<file path="config.mk">
export PLATFORM = sky130hd
export DESIGN_NAME = ftp_upload_session_fsm_top
export DESIGN_NICKNAME = d
export VERILOG_FILES = /design/src/hdl/ftpus_pkg.sv /design/src/hdl/ftp_upload_session_fsm_top.sv
export SDC_FILE = /design/constraint.sdc
export NUM_CORES = 1
export LEC_CHECK = 0
export BUFFER_PORTS_ARGS = -buffer_cell sky130_fd_sc_hd__buf_2
export CAP_MARGIN = 25
export CORE_ASPECT_RATIO = 1.5
export CORE_UTILIZATION = 38
export DETAILED_ROUTE_END_ITERATION = 12
export PLACE_DENSITY = 0.66
export SYNTH_ARGS = -nofsm -noshare
export SYNTH_HDL_FRONTEND = slang
export SYNTH_SLANG_ARGS = --single-unit
</file>
<file path="constraint.sdc">
create_clock -name clk_i -period 6.7 [get_ports clk_i]
set_input_delay 1.34 -clock clk_i [delete_from_list [all_inputs] [get_ports clk_i]]
set_output_delay 1.34 -clock clk_i [all_outputs]
set_load 0.02 [all_outputs]
</file>
<file path="src/hdl/ftpus_pkg.sv">
`timescale 1ns / 1ps

package ftpus_pkg;

  // Event kinds on the input channel
  localparam logic [1:0] OP_REPLY      = 2'd0;
  localparam logic [1:0] OP_TIMEOUT    = 2'd1;
  localparam logic [1:0] OP_FILE_READY = 2'd2;

  // FTP opcodes
  localparam logic [7:0] OPC_TERM    = 8'd1;
  localparam logic [7:0] OPC_WRITE   = 8'd7;
  localparam logic [7:0] OPC_OPEN_WO = 8'd11;
  localparam logic [7:0] OPC_ACK     = 8'd128;
  localparam logic [7:0] OPC_NAK     = 8'd129;

  // Largest payload of one write request
  localparam logic [7:0] CHUNK_CAP = 8'd239;

  // Configuration register indexes
  localparam logic [1:0] CFG_SYS_ID   = 2'd0;
  localparam logic [1:0] CFG_COMP_ID  = 2'd1;
  localparam logic [1:0] CFG_MAX_ATT  = 2'd2;
  localparam logic [1:0] CFG_MAX_CHNK = 2'd3;

  typedef enum logic [1:0] {
    RET_IGNORED = 2'd0,
    RET_HANDLED = 2'd1,
    RET_SENT    = 2'd2
  } ret_code_e;

  typedef enum logic [1:0] {
    SEND_NONE  = 2'd0,
    SEND_OPEN  = 2'd1,
    SEND_WRITE = 2'd2,
    SEND_TERM  = 2'd3
  } send_kind_e;

  typedef enum logic [1:0] {
    NOTIFY_NONE     = 2'd0,
    NOTIFY_PROGRESS = 2'd1,
    NOTIFY_FAILED   = 2'd2,
    NOTIFY_DONE     = 2'd3
  } notify_kind_e;

  typedef enum logic [1:0] {
    TIMER_LEAVE   = 2'd0,
    TIMER_RESTART = 2'd1,
    TIMER_STOP    = 2'd2
  } timer_cmd_e;

  // One event as held in the input register
  typedef struct packed {
    logic [1:0]  op;
    logic        msg_is_ftp;
    logic [7:0]  tgt_sys;
    logic [7:0]  tgt_comp;
    logic [7:0]  req_op;
    logic [7:0]  reply_opcode;
    logic [7:0]  reply_session;
    logic [31:0] file_size;
  } evt_t;

  // One result as held in the output register
  typedef struct packed {
    ret_code_e    ret_code;
    send_kind_e   send_kind;
    logic [15:0]  seq_number;
    logic [7:0]   session_id;
    logic [31:0]  file_offset;
    logic [7:0]   chunk_length;
    notify_kind_e notify_kind;
    logic [31:0]  total_size;
    timer_cmd_e   timer_cmd;
  } res_t;

endpackage

</file>
<file path="src/hdl/ftp_upload_session_fsm_top.sv">
`timescale 1ns / 1ps

// Client-side upload session controller for file transfer over a telemetry link.
// Input channel (in_valid_i / in_ready_o): one event per request, either an FTP
// reply, a retry timeout or a file-ready notice with the file size.
// Output channel (out_valid_o / out_ready_i): exactly one result per event:
// return code, the request to send (open, write chunk, terminate), a progress
// notification and a retry timer command.
// Configuration: cfg_we_i writes cfg_wdata_i into register cfg_idx_i (own system
// id, own component id, attempt limit, chunk size); write only while idle.
// Each event passes through the input register, then the result register.
// Throughput: one event per cycle while out_ready_i does not stall the output,
// set by the single update pass from the input register to the result register.
// Reset: session returns to idle with all counters cleared and the configuration
// at its defaults; no result is pending.
// Stall: a result waits in the output register while out_ready_i is low; one more
// event may sit in the input register, after which in_ready_o drops.
module ftp_upload_session_fsm_top (
  input  logic                    clk_i,
  input  logic                    rst_ni,
  input  logic                    in_valid_i,
  output logic                    in_ready_o,
  input  logic [1:0]              op_i,
  input  logic                    msg_is_ftp_i,
  input  logic [7:0]              tgt_sys_i,
  input  logic [7:0]              tgt_comp_i,
  input  logic [7:0]              req_op_i,
  input  logic [7:0]              reply_opcode_i,
  input  logic [7:0]              reply_session_i,
  input  logic [31:0]             file_size_i,
  output logic                    out_valid_o,
  input  logic                    out_ready_i,
  output ftpus_pkg::ret_code_e    ret_code_o,
  output ftpus_pkg::send_kind_e   send_kind_o,
  output logic [15:0]             seq_number_o,
  output logic [7:0]              session_id_o,
  output logic [31:0]             file_offset_o,
  output logic [7:0]              chunk_length_o,
  output ftpus_pkg::notify_kind_e notify_kind_o,
  output logic [31:0]             total_size_o,
  output ftpus_pkg::timer_cmd_e   timer_cmd_o,
  input  logic                    cfg_we_i,
  input  logic [1:0]              cfg_idx_i,
  input  logic [7:0]              cfg_wdata_i
);
  import ftpus_pkg::*;

  localparam logic [1:0] PH_IDLE  = 2'd0;
  localparam logic [1:0] PH_OPEN  = 2'd1;
  localparam logic [1:0] PH_WRITE = 2'd2;
  localparam logic [1:0] PH_CLOSE = 2'd3;

  // Configuration registers
  logic [7:0] sys_id_q, comp_id_q, max_chunk_q;
  logic [3:0] max_att_q;

  // Session state
  logic [1:0]  phase_q, phase_d;
  logic [3:0]  att_q, att_d;
  logic [15:0] seq_q, seq_d;
  logic [7:0]  sess_q, sess_d;
  logic [31:0] off_q, off_d;
  logic [31:0] size_q, size_d;
  logic [31:0] rem_q, rem_d;   // bytes left to write, valid while writing

  // Pipeline registers
  logic in_vld_q, out_vld_q;
  evt_t in_q;
  res_t res_q, res_d;

  logic advance, fire;

  // Helper datapath
  logic [7:0]  mc_eff, chunk_cur, chunk_next, chunk_first;
  logic [31:0] rem_next, off_next;
  logic [15:0] seq_inc;
  logic        tgt_match, abandon;
  logic [1:0]  ph_t;

  function automatic logic [7:0] min_chunk(input logic [31:0] rem, input logic [7:0] mc);
    logic [7:0] r;
    r = (rem < {24'd0, mc}) ? rem[7:0] : mc;
    return r;
  endfunction

  // Handshake: advance when the output register is free or being drained
  assign advance    = !out_vld_q || out_ready_i;
  assign fire       = in_vld_q && advance;
  assign in_ready_o = !in_vld_q || advance;

  // Write configuration registers
  always_ff @(posedge clk_i or negedge rst_ni) begin
    if (!rst_ni) begin
      sys_id_q    <= 8'd1;
      comp_id_q   <= 8'd1;
      max_att_q   <= 4'd4;
      max_chunk_q <= CHUNK_CAP;
    end else if (cfg_we_i) begin
      unique case (cfg_idx_i)
        CFG_SYS_ID:   sys_id_q    <= cfg_wdata_i;
        CFG_COMP_ID:  comp_id_q   <= cfg_wdata_i;
        CFG_MAX_ATT:  max_att_q   <= cfg_wdata_i[3:0];
        CFG_MAX_CHNK: max_chunk_q <= cfg_wdata_i;
      endcase
    end
  end

  // Capture the incoming request
  always_ff @(posedge clk_i or negedge rst_ni) begin
    if (!rst_ni) begin
      in_vld_q <= 1'b0;
    end else if (in_ready_o) begin
      in_vld_q <= in_valid_i;
    end
  end

  always_ff @(posedge clk_i) begin
    if (in_valid_i && in_ready_o) begin
      in_q.op            <= op_i;
      in_q.msg_is_ftp    <= msg_is_ftp_i;
      in_q.tgt_sys       <= tgt_sys_i;
      in_q.tgt_comp      <= tgt_comp_i;
      in_q.req_op        <= req_op_i;
      in_q.reply_opcode  <= reply_opcode_i;
      in_q.reply_session <= reply_session_i;
      in_q.file_size     <= file_size_i;
    end
  end

  // Chunk sizing: clamp the limit to 1..239, then take the smaller of limit and remainder
  always_comb begin
    if (max_chunk_q == 8'd0) begin
      mc_eff = 8'd1;
    end else if (max_chunk_q > CHUNK_CAP) begin
      mc_eff = CHUNK_CAP;
    end else begin
      mc_eff = max_chunk_q;
    end
  end

  assign chunk_cur   = min_chunk(rem_q, mc_eff);
  assign chunk_first = min_chunk(size_q, mc_eff);
  assign rem_next    = rem_q - {24'd0, chunk_cur};
  assign off_next    = off_q + {24'd0, chunk_cur};
  assign chunk_next  = min_chunk(rem_next, mc_eff);
  assign seq_inc     = seq_q + 16'd1;
  assign tgt_match   = in_q.msg_is_ftp && (in_q.tgt_sys == sys_id_q) &&
                       (in_q.tgt_comp == comp_id_q);
  assign abandon     = (att_q >= max_att_q);

  // Session update and result for the event in the input register
  always_comb begin
    phase_d = phase_q;
    att_d   = att_q;
    seq_d   = seq_q;
    sess_d  = sess_q;
    off_d   = off_q;
    size_d  = size_q;
    rem_d   = rem_q;
    ph_t    = phase_q;

    res_d.ret_code     = RET_IGNORED;
    res_d.send_kind    = SEND_NONE;
    res_d.seq_number   = 16'd0;
    res_d.session_id   = 8'd0;
    res_d.file_offset  = 32'd0;
    res_d.chunk_length = 8'd0;
    res_d.notify_kind  = NOTIFY_NONE;
    res_d.total_size   = 32'd0;
    res_d.timer_cmd    = TIMER_LEAVE;

    case (in_q.op)
      OP_REPLY: begin
        if (tgt_match) begin
          unique case (phase_q)
            PH_IDLE: begin
            end
            PH_OPEN: begin
              res_d.ret_code = RET_HANDLED;
              if (in_q.req_op == OPC_OPEN_WO) begin
                res_d.timer_cmd = TIMER_STOP;
                if (in_q.reply_opcode == OPC_ACK) begin
                  // Session granted: send the first chunk
                  seq_d   = seq_inc;
                  att_d   = 4'd0;
                  sess_d  = in_q.reply_session;
                  off_d   = 32'd0;
                  rem_d   = size_q;
                  phase_d = PH_WRITE;
                  res_d.ret_code     = RET_SENT;
                  res_d.send_kind    = SEND_WRITE;
                  res_d.seq_number   = seq_inc;
                  res_d.session_id   = in_q.reply_session;
                  res_d.chunk_length = chunk_first;
                  res_d.timer_cmd    = TIMER_RESTART;
                end else if (in_q.reply_opcode == OPC_NAK) begin
                  phase_d = PH_IDLE;
                  res_d.notify_kind = NOTIFY_FAILED;
                end
              end
            end
            PH_WRITE: begin
              if (in_q.req_op == OPC_WRITE) begin
                res_d.timer_cmd = TIMER_STOP;
                if (in_q.reply_opcode == OPC_ACK) begin
                  if (in_q.reply_session == sess_q) begin
                    // Chunk written: advance and send the next chunk or terminate
                    seq_d = seq_inc;
                    att_d = 4'd0;
                    off_d = off_next;
                    rem_d = rem_next;
                    res_d.ret_code    = RET_SENT;
                    res_d.seq_number  = seq_inc;
                    res_d.session_id  = sess_q;
                    res_d.file_offset = off_next;
                    res_d.notify_kind = NOTIFY_PROGRESS;
                    res_d.total_size  = size_q;
                    res_d.timer_cmd   = TIMER_RESTART;
                    if (rem_next == 32'd0) begin
                      phase_d         = PH_CLOSE;
                      res_d.send_kind = SEND_TERM;
                    end else begin
                      res_d.send_kind    = SEND_WRITE;
                      res_d.chunk_length = chunk_next;
                    end
                  end
                end else if (in_q.reply_opcode == OPC_NAK) begin
                  att_d   = 4'd0;
                  phase_d = PH_CLOSE;
                  res_d.ret_code    = RET_SENT;
                  res_d.send_kind   = SEND_TERM;
                  res_d.seq_number  = seq_q;
                  res_d.session_id  = sess_q;
                  res_d.notify_kind = NOTIFY_FAILED;
                  res_d.timer_cmd   = TIMER_RESTART;
                end
              end
            end
            PH_CLOSE: begin
              if (in_q.req_op == OPC_TERM) begin
                res_d.timer_cmd = TIMER_STOP;
                if (in_q.reply_opcode == OPC_ACK) begin
                  res_d.ret_code = RET_HANDLED;
                  if (in_q.reply_session == sess_q) begin
                    res_d.notify_kind = NOTIFY_DONE;
                    phase_d = PH_IDLE;
                  end
                end else if (in_q.reply_opcode == OPC_NAK) begin
                  res_d.ret_code    = RET_HANDLED;
                  res_d.notify_kind = NOTIFY_FAILED;
                  phase_d = PH_IDLE;
                end
              end
            end
          endcase
        end
      end
      OP_TIMEOUT: begin
        res_d.ret_code = RET_HANDLED;
        // Count the attempt, or abandon once the limit is reached
        if (abandon) begin
          res_d.notify_kind = NOTIFY_FAILED;
          if (phase_q == PH_WRITE) begin
            att_d = 4'd0;
            ph_t  = PH_CLOSE;
          end else begin
            ph_t  = PH_IDLE;
          end
        end else if (att_q != 4'hF) begin
          att_d = att_q + 4'd1;
        end
        phase_d = ph_t;
        // Resend the request that belongs to the resulting phase
        unique case (ph_t)
          PH_IDLE: begin
          end
          PH_OPEN: begin
            res_d.ret_code   = RET_SENT;
            res_d.send_kind  = SEND_OPEN;
            res_d.seq_number = seq_q;
            res_d.timer_cmd  = TIMER_RESTART;
          end
          PH_WRITE: begin
            res_d.ret_code     = RET_SENT;
            res_d.send_kind    = SEND_WRITE;
            res_d.seq_number   = seq_q;
            res_d.session_id   = sess_q;
            res_d.file_offset  = off_q;
            res_d.chunk_length = chunk_cur;
            res_d.timer_cmd    = TIMER_RESTART;
          end
          PH_CLOSE: begin
            res_d.ret_code   = RET_SENT;
            res_d.send_kind  = SEND_TERM;
            res_d.seq_number = seq_q;
            res_d.session_id = sess_q;
            res_d.timer_cmd  = TIMER_RESTART;
          end
        endcase
      end
      OP_FILE_READY: begin
        if (phase_q == PH_IDLE) begin
          att_d   = 4'd0;
          size_d  = in_q.file_size;
          phase_d = PH_OPEN;
          res_d.ret_code   = RET_SENT;
          res_d.send_kind  = SEND_OPEN;
          res_d.seq_number = seq_q;
          res_d.timer_cmd  = TIMER_RESTART;
        end
      end
      default: begin
      end
    endcase
  end

  // Commit the session state when the request moves on
  always_ff @(posedge clk_i or negedge rst_ni) begin
    if (!rst_ni) begin
      phase_q <= PH_IDLE;
      att_q   <= 4'd0;
      seq_q   <= 16'd0;
      sess_q  <= 8'd0;
      off_q   <= 32'd0;
      size_q  <= 32'd0;
      rem_q   <= 32'd0;
    end else if (fire) begin
      phase_q <= phase_d;
      att_q   <= att_d;
      seq_q   <= seq_d;
      sess_q  <= sess_d;
      off_q   <= off_d;
      size_q  <= size_d;
      rem_q   <= rem_d;
    end
  end

  // Hold the result until the receiver takes it
  always_ff @(posedge clk_i or negedge rst_ni) begin
    if (!rst_ni) begin
      out_vld_q <= 1'b0;
    end else if (advance) begin
      out_vld_q <= in_vld_q;
    end
  end

  always_ff @(posedge clk_i) begin
    if (fire) begin
      res_q <= res_d;
    end
  end

  assign out_valid_o    = out_vld_q;
  assign ret_code_o     = res_q.ret_code;
  assign send_kind_o    = res_q.send_kind;
  assign seq_number_o   = res_q.seq_number;
  assign session_id_o   = res_q.session_id;
  assign file_offset_o  = res_q.file_offset;
  assign chunk_length_o = res_q.chunk_length;
  assign notify_kind_o  = res_q.notify_kind;
  assign total_size_o   = res_q.total_size;
  assign timer_cmd_o    = res_q.timer_cmd;

endmodule

</file>
==> summary.md, run 1 <==
The tools report the max-slew violation count as 0. Initial antenna violation count: 0. STA classifies the critical path endpoint as a flip-flop.

Source of the worst register-to-register timing path: rem_q[10]. The synthesized design contains 178 enable-type register cells. Once placement finished, the instance area stood at 18,420 um^2.

The logs give 6340 ps for the signal arrival time at the worst endpoint and 7121 um^2 for the area used by multi-input combinational logic. The number of nets still failing antenna checks after routing was 0. TritonCTS built the clock tree. Among cell families on the critical path, the largest total delay comes from simple AND/OR/NAND/NOR gates. For the overflow left after global routing, the log shows 0. The critical path is of the flip-flop to flip-flop type.

Time the final worst path needs with I/O delays and setup: 6003 ps. The clock passes through at most 3 buffers. The number of different library cells used by synthesis comes to 80. The clock reaches the later pin of the worst-skew pair after 590 ps. The run gives 0 ps as the setup total negative slack.

The port buffer count came out at 195. Entering global routing, the biggest net connects 76 pins. The H-tree depth came out at 1.

After legalization and detailed placement, the total HPWL measured 30,860 um. Critical path's slowest cell: sky130_fd_sc_hd__or4_1. Startpoint of the most critical setup path: rem_q[10]. Routability-driven placement finished with a final weighted congestion of 0.8940. The register-to-register setup slack came out at 700 ps.

For this run, the detailed router's first-pass iteration total came to 5. For the total nets after synthesis, the log shows 1,635. TritonCTS created 31 clock buffers. Remaining max-slew budget at the tightest pin: 30.74%.

The async set-reset flop share out of synthesis came out at 46.71%. Total power for the finished layout comes to 5.107 mW. The combinational fraction of design power was 15.6%. The repair_antennas step left the layout with diodes totalling 0.

The post-route netlist has 23.48% of its cells at a drive strength greater than 1. Main flop type after synthesis: sky130_fd_sc_hd__edfxtp_1. In the routed layout, each cell is associated on average with a via count of 5.394. The slew at the pin closest to its max-slew limit was 1034 ps; the total global-route track usage was 19.21%. With fillers left out, the area of the finished cells amounts to 19,510 um^2. The die outline height is 259.5 um. The number of ports placed on the die boundary was 196; the share of synthesized area occupied by flip-flops and latches was 55.15%. The worst flop-to-flop path endpoint is chunk_length_o[4]. The run gives 38.38% as the initial standard-cell utilization of the core.

The run finished with clean final reports. The critical path runs through a total of 22 cells. The sequential cells in the finished layout cover a total of 9261 um^2. The tools report the detailed-route DRC error count as 0.

The final net count was 1,818; the ratio of final minimum period to clock period was 89.60%. The most repeated library cell on the critical path was sky130_fd_sc_hd__ha_1. The logs give 0 for the hold violation total from the final report and 68,360 um for the global-route wire length before repair. The first routing iteration left 720 violations. The run gives 1.395 mW as the switching power. Max-cap violations in this run came to 0.

Setup repair after global routing left no endpoint under its margin. Clock skew on the completed layout was measured at 18.02 ps. The worst min-delay path category is flip-flop to flip-flop. The horizontal die dimension is 173.6 um. For the yosys synthesis warning count, the log shows 0. For this run, the slowest stage of the critical path takes 540 ps. STA puts the critical path data required time at 7030 ps. The run gives 12,270 as the via total after detailed routing. The depth of the worst register-to-register path works out to 22. Setup violations remaining at the end of the flow were counted as 0. For this design the ratio of total power to cell area is 261.7 nW/um^2. Together, buffers and inverters on the worst path number 3. The tools report the via count of the first global-routing pass as 12,430.

Timing would allow up to 0.1666 GHz. The library cell used most frequently in the layout, excluding fill and tap cells, is sky130_fd_sc_hd__buf_2. The tools report the number of clock sinks as 334.

Leaving out fill and tap cells, the most frequent cells in the layout are sky130_fd_sc_hd__buf_2, sky130_fd_sc_hd__edfxtp_1, sky130_fd_sc_hd__dfrtp_1. The logs give 35.4% for the clock network fraction of total power and 8.407 nW for the leakage component of the power. The routed design has 43,110 um of wire. The floorplan has 94 rows. The number of storage elements in the synthesis netlist was 334. The worst setup path endpoint is chunk_length_o[4].

The highest ir drop seen on vdd is 213.8 uV. The area growth from synthesis to layout works out to 16.20%. The area of the die came out at 45,060 um^2. The routed length per instance was 18.95 um; the sequential share of power was 49.0%.

The highest fanout seen on the critical path is 8, and the switching portion of total power is 27.32%. The post-synthesis instance area was 16,790 um^2. The run gives 43,750 um^2 as the placeable core area.

Counting the fill cells in the layout gives 4,123. Internal power comes to 3.712 mW. The average cell area after synthesis was 11.26 um^2; the post-synthesis instance total was 1,492. Master cell of the clock root buffer: sky130_fd_sc_hd__clkbuf_16. Clock-pin slew was measured on the worst setup and hold paths at 70 ps.

STA classifies the critical path startpoint as a flip-flop. The signal on the critical path passes through or4_1, or4_4, nor4_1, buf_4, and3_2, nor2_1, a21oi_1, ha_1, inv_1, fa_1, nand3_1, nand2_1, a21boi_0, xnor2_1, ha_1, a21o_1, a221oi_1, o21ai_0, nor3_4, buf_12, mux2i_1, o21ai_1. The core utilization of the finished layout is 44.60%.
## synth_stat cells, types with 31 or more instances
master,count,area (um^2)
sky130_fd_sc_hd__o21ai_0,86,430.4
sky130_fd_sc_hd__o21ai_1,31,155.2
sky130_fd_sc_hd__nand2_1,113,424.2
sky130_fd_sc_hd__inv_1,46,172.7
sky130_fd_sc_hd__dfrtp_1,146,3654
sky130_fd_sc_hd__nand3_1,54,270.3
sky130_fd_sc_hd__nor2_1,74,277.8
sky130_fd_sc_hd__a21oi_1,85,425.4
sky130_fd_sc_hd__and2_1,43,269.0
sky130_fd_sc_hd__ha_1,51,638.1
sky130_fd_sc_hd__clkbuf_1,58,217.7
sky130_fd_sc_hd__edfxtp_1,178,5345
sky130_fd_sc_hd__mux2_2,81,912.1
sky130_fd_sc_hd__xnor2_1,33,289.0
## flip-flops by register name, indices dropped and copies added, names as in the netlist
signal,flops
att_q,4
chunk_length_o,8
comp_id_q,8
file_offset_o,32
in_q,75
in_vld_q,1
max_att_q,4
max_chunk_q,8
notify_kind_o,2
off_q,32
out_valid_o,1
phase_q,2
rem_q,32
ret_code_o,1
send_kind_o,2
seq_number_o,16
seq_q,16
sess_q,8
session_id_o,8
size_q,32
sys_id_q,8
timer_cmd_o,2
total_size_o,32
## routing by layer
metal | part of all wire, % | vias to the layer above | track usage [%]
met5 | 0 | - | 0
met4 | 4.3 | 0 | 9.405
met3 | 5.3 | 104 | 2.475
met2 | 52 | 365 | 35.08
met1 | 38 | 5899 | 22.07
li1 | - | 5903 | -
## power groups by stage
stage | Clock, mW | Combinational [mW] | Sequential (mW)
3_5_place_dp | 0 | 0.777 | 2.55
2_1_floorplan | 0 | 0.482 | 2.53
6_report | 1.81 | 0.794 | 2.50
3_3_place_gp | 0 | 0.767 | 2.54
4_1_cts | 1.86 | 0.780 | 2.51
5_1_grt | 1.93 | 0.870 | 2.52
## worst min-delay path by stage
| stage | endpoint | slack, ps | depth (start not counted) | start |
|---|---|---|---|---|
| floorplan | seq_q[15] | 450 | 1 | seq_q[15] |
| global placement | size_q[29] | 460 | 1 | in_q[29] |
| detailed placement | size_q[15] | 460 | 1 | in_q[15] |
| CTS | size_q[27] | 480 | 1 | in_q[27] |
| global route | size_q[10] | 490 | 1 | in_q[10] |
| finish | size_q[10] | 480 | 1 | in_q[10] |
## final cells by class
class / count / area share [%]
sequential: 334 / 47.46
multi-input combinational: 1043 / 36.49
timing repair buffer: 219 / 6.123
clock buffer: 42 / 4.597
tap: 576 / 3.693
inverter: 46 / 0.8977
clock inverter: 15 / 0.7374
## cells by family after synthesis
family	count (synthesis)	synth area share [%]
flops	334	55.15
fa+ha+maj	53	4.038
compound gates	348	12.70
simple gates	475	15.34
buf+inv	115	2.637
mux	110	7.167
xor+xnor	57	2.973
## stage by stage
step	std cells	setup slack, ps	hold WS, ps
3_5_place_dp	2215	520.0	463.0
6_report	2275	696.8	478.6
4_1_cts	2272	513.6	481.5
2_1_floorplan	1492	1216	450.3
5_1_grt	2275	75.38	488.5
3_3_place_gp	2215	691.6	457.5
## timing repair
item                       4_1_cts  5_1_grt
hold buffers                     0        0
setup endpoints to repair        0        8
gates resized for setup          0        1
buffers inserted                 0        1
No activity file was read; power rests on OpenSTA's default activity.
==> run 2, diff against run 1 <==
CORE_ASPECT_RATIO = 0.6   (was 1.5)
==> run 2 against run 1 <==
Against the previous run:
- power is 3.1% higher
- via count increased by 2.5%
- global-route usage increased by 1.1 points
- core utilization grew 0.51 points
- clock power rose by 7%
- critical path depth grew 2
==> summary.md, run 2 (synthesis results as in run 1) <==
The maximum count of clock buffers along a single path came out at 3 (unchanged). The logs give 0 ps (unchanged) for the setup total negative slack and 196 (unchanged) for the number of ports placed on the die boundary. Global-route wire length before repair: 70,320 um (+2.9%). The insertion delay to the later sink of the worst-skew pair is 530 ps (-60 ps). For the maximum number of pins on one net before global-route repair, the log shows 103 (+36%). Setup repair after global routing left no endpoint under its margin. The worst setup path is of the flip-flop to flip-flop kind. The time the final worst path needs with I/O delays and setup was 6223 ps (+220.1 ps). The number of buffers added by the clock tree synthesis step came out at 34 (+9.7%). The max-slew violation count came out at 0 (unchanged). The H-tree depth is 2 (+1). The standard-cell row count came out at 59 (-37%). The hold violation total from the final report came out at 0 (unchanged). The worst hold path belongs to the class flip-flop to flip-flop.

The routed length per instance was 20.13 um (+6.2%). The register bank with the most flops was in_q. The logs give 172.8 uV (-19%) for the highest ir drop seen on vdd and 0 (unchanged) for the diode insertion count for antenna repair. The share of final-layout standard cells stronger than drive strength 1 was 23.28% (-0.20 points); the clock slew seen by the registers of the worst setup and hold paths was 70 ps (about the same). The horizontal die dimension came out at 273.4 um (+57%). For the register-to-register setup slack, the log shows 480 ps (-220 ps).

The number of vias per cell is 5.516 (+2.3%). The signal arrival time at the worst endpoint was 6480 ps (+140 ps). The highest fanout seen on the critical path was 8 (unchanged); the via total after detailed routing was 12,580 (+2.5%). The run gives 20.36% (+1.1 points) as the total global-route track usage. The flip-flop count of the largest register, all copies and words added works out to 75 (unchanged). Worst setup slack after layout: 476.7 ps (-220.1 ps).

The leakage component of the power is 8.458 nW (+0.61%). The run gives 1 (+1) as the initial antenna violation count. Area of the die: 45,070 um^2 (about the same). The placeable core area is 43,480 um^2 (-0.62%), and the final net count is 1,820 (+0.11%).

The initial standard-cell utilization of the core was 38.62% (+0.24 points). The number of clock sinks came out at 334 (unchanged). The tools report the pre-CTS worst setup slack as 419.3 ps (-100.7 ps).

The number of nets still failing antenna checks after routing was 0 (unchanged); the placer's final routability congestion estimate was 0.9356 (+4.7%). The run gives 0 (unchanged) as the number of maximum-capacitance violations. The area growth from synthesis to layout is 16.80%. The final worst clock skew was 21.19 ps (+3.175 ps). The power per cell area is 268.4 nW/um^2 (+2.6%).

The remaining max-slew budget at the tightest pin came out at 28.46% (-2.3 points). For the highest clock frequency the design can meet, the log shows 0.1607 GHz (-3.5%). TritonCTS built the clock tree.

The port buffer count came out at 195 (unchanged). The tools report the master cell of the clock root buffer as sky130_fd_sc_hd__clkbuf_16. The run gives 5 (unchanged) as the detailed-routing iteration count for the pre-antenna-repair pass. The worst setup path is captured at a flip-flop.

The data required time of the critical path was 6960 ps (-70 ps). The DRC marker count from the first detailed-route iteration was 1,030 (+43%). The die outline height works out to 164.8 um (-36%).

Detailed-route DRC error count: 0 (unchanged). The leading cell type in the layout, fill and taps excluded was sky130_fd_sc_hd__buf_2. The ratio of final minimum period to clock period was 92.89% (+3.3 points).

Leaving out fill and tap cells, the most frequent cells in the layout are sky130_fd_sc_hd__buf_2, sky130_fd_sc_hd__edfxtp_1, sky130_fd_sc_hd__dfrtp_1. The worst setup path is launched from a flip-flop. The number of endpoints failing setup at the final stage is 0 (unchanged). HPWL after detailed placement: 31,930 um (+3.5%). Slew at the pin closest to its max-slew limit: 1071 ps (+36.54 ps). The flow ran to the end, and the final reports show no timing, DRC or antenna violations. The logs give 0 (unchanged) for the overflow left after global routing and 45,890 um (+6.5%) for the total wirelength of the detailed-routed design.

The run gives 11,990 (-3.5%) as the via count of the first global-routing pass.
## run 2: cell types whose count changed in the layout (fill, tap and decap cells not counted), sizes merged
cell / delta
buf: -1
bufinv: +2
clkbuf: +2
clkinv: +3
clkinvlp: -1
inv: -3
## run 2: worst paths after layout
kind | startpoint | to | cells after the start
worst max-delay path | max_chunk_q[6] | chunk_length_o[0] | 24
worst min-delay path | in_q[24] | size_q[24] | 1
worst max register to register | max_chunk_q[6] | chunk_length_o[0] | 24
worst min register to register | in_q[24] | size_q[24] | 1
max in group asynchronous | rst_ni | size_q[7] | 2
min in group asynchronous | rst_ni | off_q[28] | 1
## run 2: worst max-delay path: stages (launching register included)
cell,delay [ps]
sky130_fd_sc_hd__dfstp_2,590
sky130_fd_sc_hd__nand4_1,220
sky130_fd_sc_hd__and2_1,260
sky130_fd_sc_hd__inv_1,150
sky130_fd_sc_hd__ha_1,250
sky130_fd_sc_hd__and4_1,210
sky130_fd_sc_hd__a2111oi_0,420
sky130_fd_sc_hd__and3_2,320
sky130_fd_sc_hd__nor2_1,60
sky130_fd_sc_hd__a21oi_1,260
sky130_fd_sc_hd__ha_1,230
sky130_fd_sc_hd__inv_1,60
sky130_fd_sc_hd__fa_1,430
sky130_fd_sc_hd__nand3_1,130
sky130_fd_sc_hd__nand2_1,100
sky130_fd_sc_hd__a21boi_1,210
sky130_fd_sc_hd__xnor2_1,310
sky130_fd_sc_hd__ha_1,360
sky130_fd_sc_hd__a21o_1,180
sky130_fd_sc_hd__a221oi_1,330
sky130_fd_sc_hd__o21ai_0,210
sky130_fd_sc_hd__nor3_4,230
sky130_fd_sc_hd__buf_12,160
sky130_fd_sc_hd__mux2i_1,220
sky130_fd_sc_hd__o21ai_1,80
## run 2: through the flow
| step | util [%] | hold WS (ps) | instances | total power, mW | cell area, um^2 |
|---|---|---|---|---|---|
| final | 45.11 | 473.1 | 2280 | 5.265 | 19620 |
| after global routing | 45.11 | 485.2 | 2280 | 5.490 | 19620 |
| after CTS | 44.94 | 477.2 | 2277 | 5.287 | 19540 |
| after detailed placement | 42.37 | 463.9 | 2217 | 3.331 | 18420 |
| after global placement | 42.27 | 461.3 | 2214 | 3.312 | 18380 |
| after floorplan | - | 450.3 | 1492 | 3.016 | 16790 |
## run 2: timing repair
item                                    in CTS  in global routing
setup buffers                                0                  1
gates resized for setup                      0                  3
hold buffers                                 0                  0
endpoints found under the setup margin       0                  8
## run 2: area by class of cell
| type | instances | area [um^2] |
|---|---|---|
| fillers | 4022 | 23870 |
| flip-flops and latches | 334 | 9261 |
| multi-input cells | 1043 | 7118 |
| repair buffers | 218 | 1220 |
| clock buffers | 44 | 929.6 |
| well taps | 579 | 724.4 |
| clock inverters | 16 | 186.4 |
| inverters | 46 | 175.2 |
## run 2: per-layer routing
layer / global-route usage, % / part of all wire (%) / up-vias
li1: - / - / 5921
met1: 31.16 / 49 / 6120
met2: 29.25 / 42 / 467
met3: 4.013 / 7.6 / 69
met4: 4.723 / 2.0 / 0
met5: 0 / 0 / -
## run 2: power by group
part / switching (mW) / internal [mW] / leakage (nW) / total, mW
Combinational: 0.470 / 0.342 / 4.08 / 0.812
Clock: 0.806 / 1.14 / 0.553 / 1.94
Sequential: 0.156 / 2.35 / 3.82 / 2.51
Total: 1.43 / 3.83 / 8.46 / 5.27
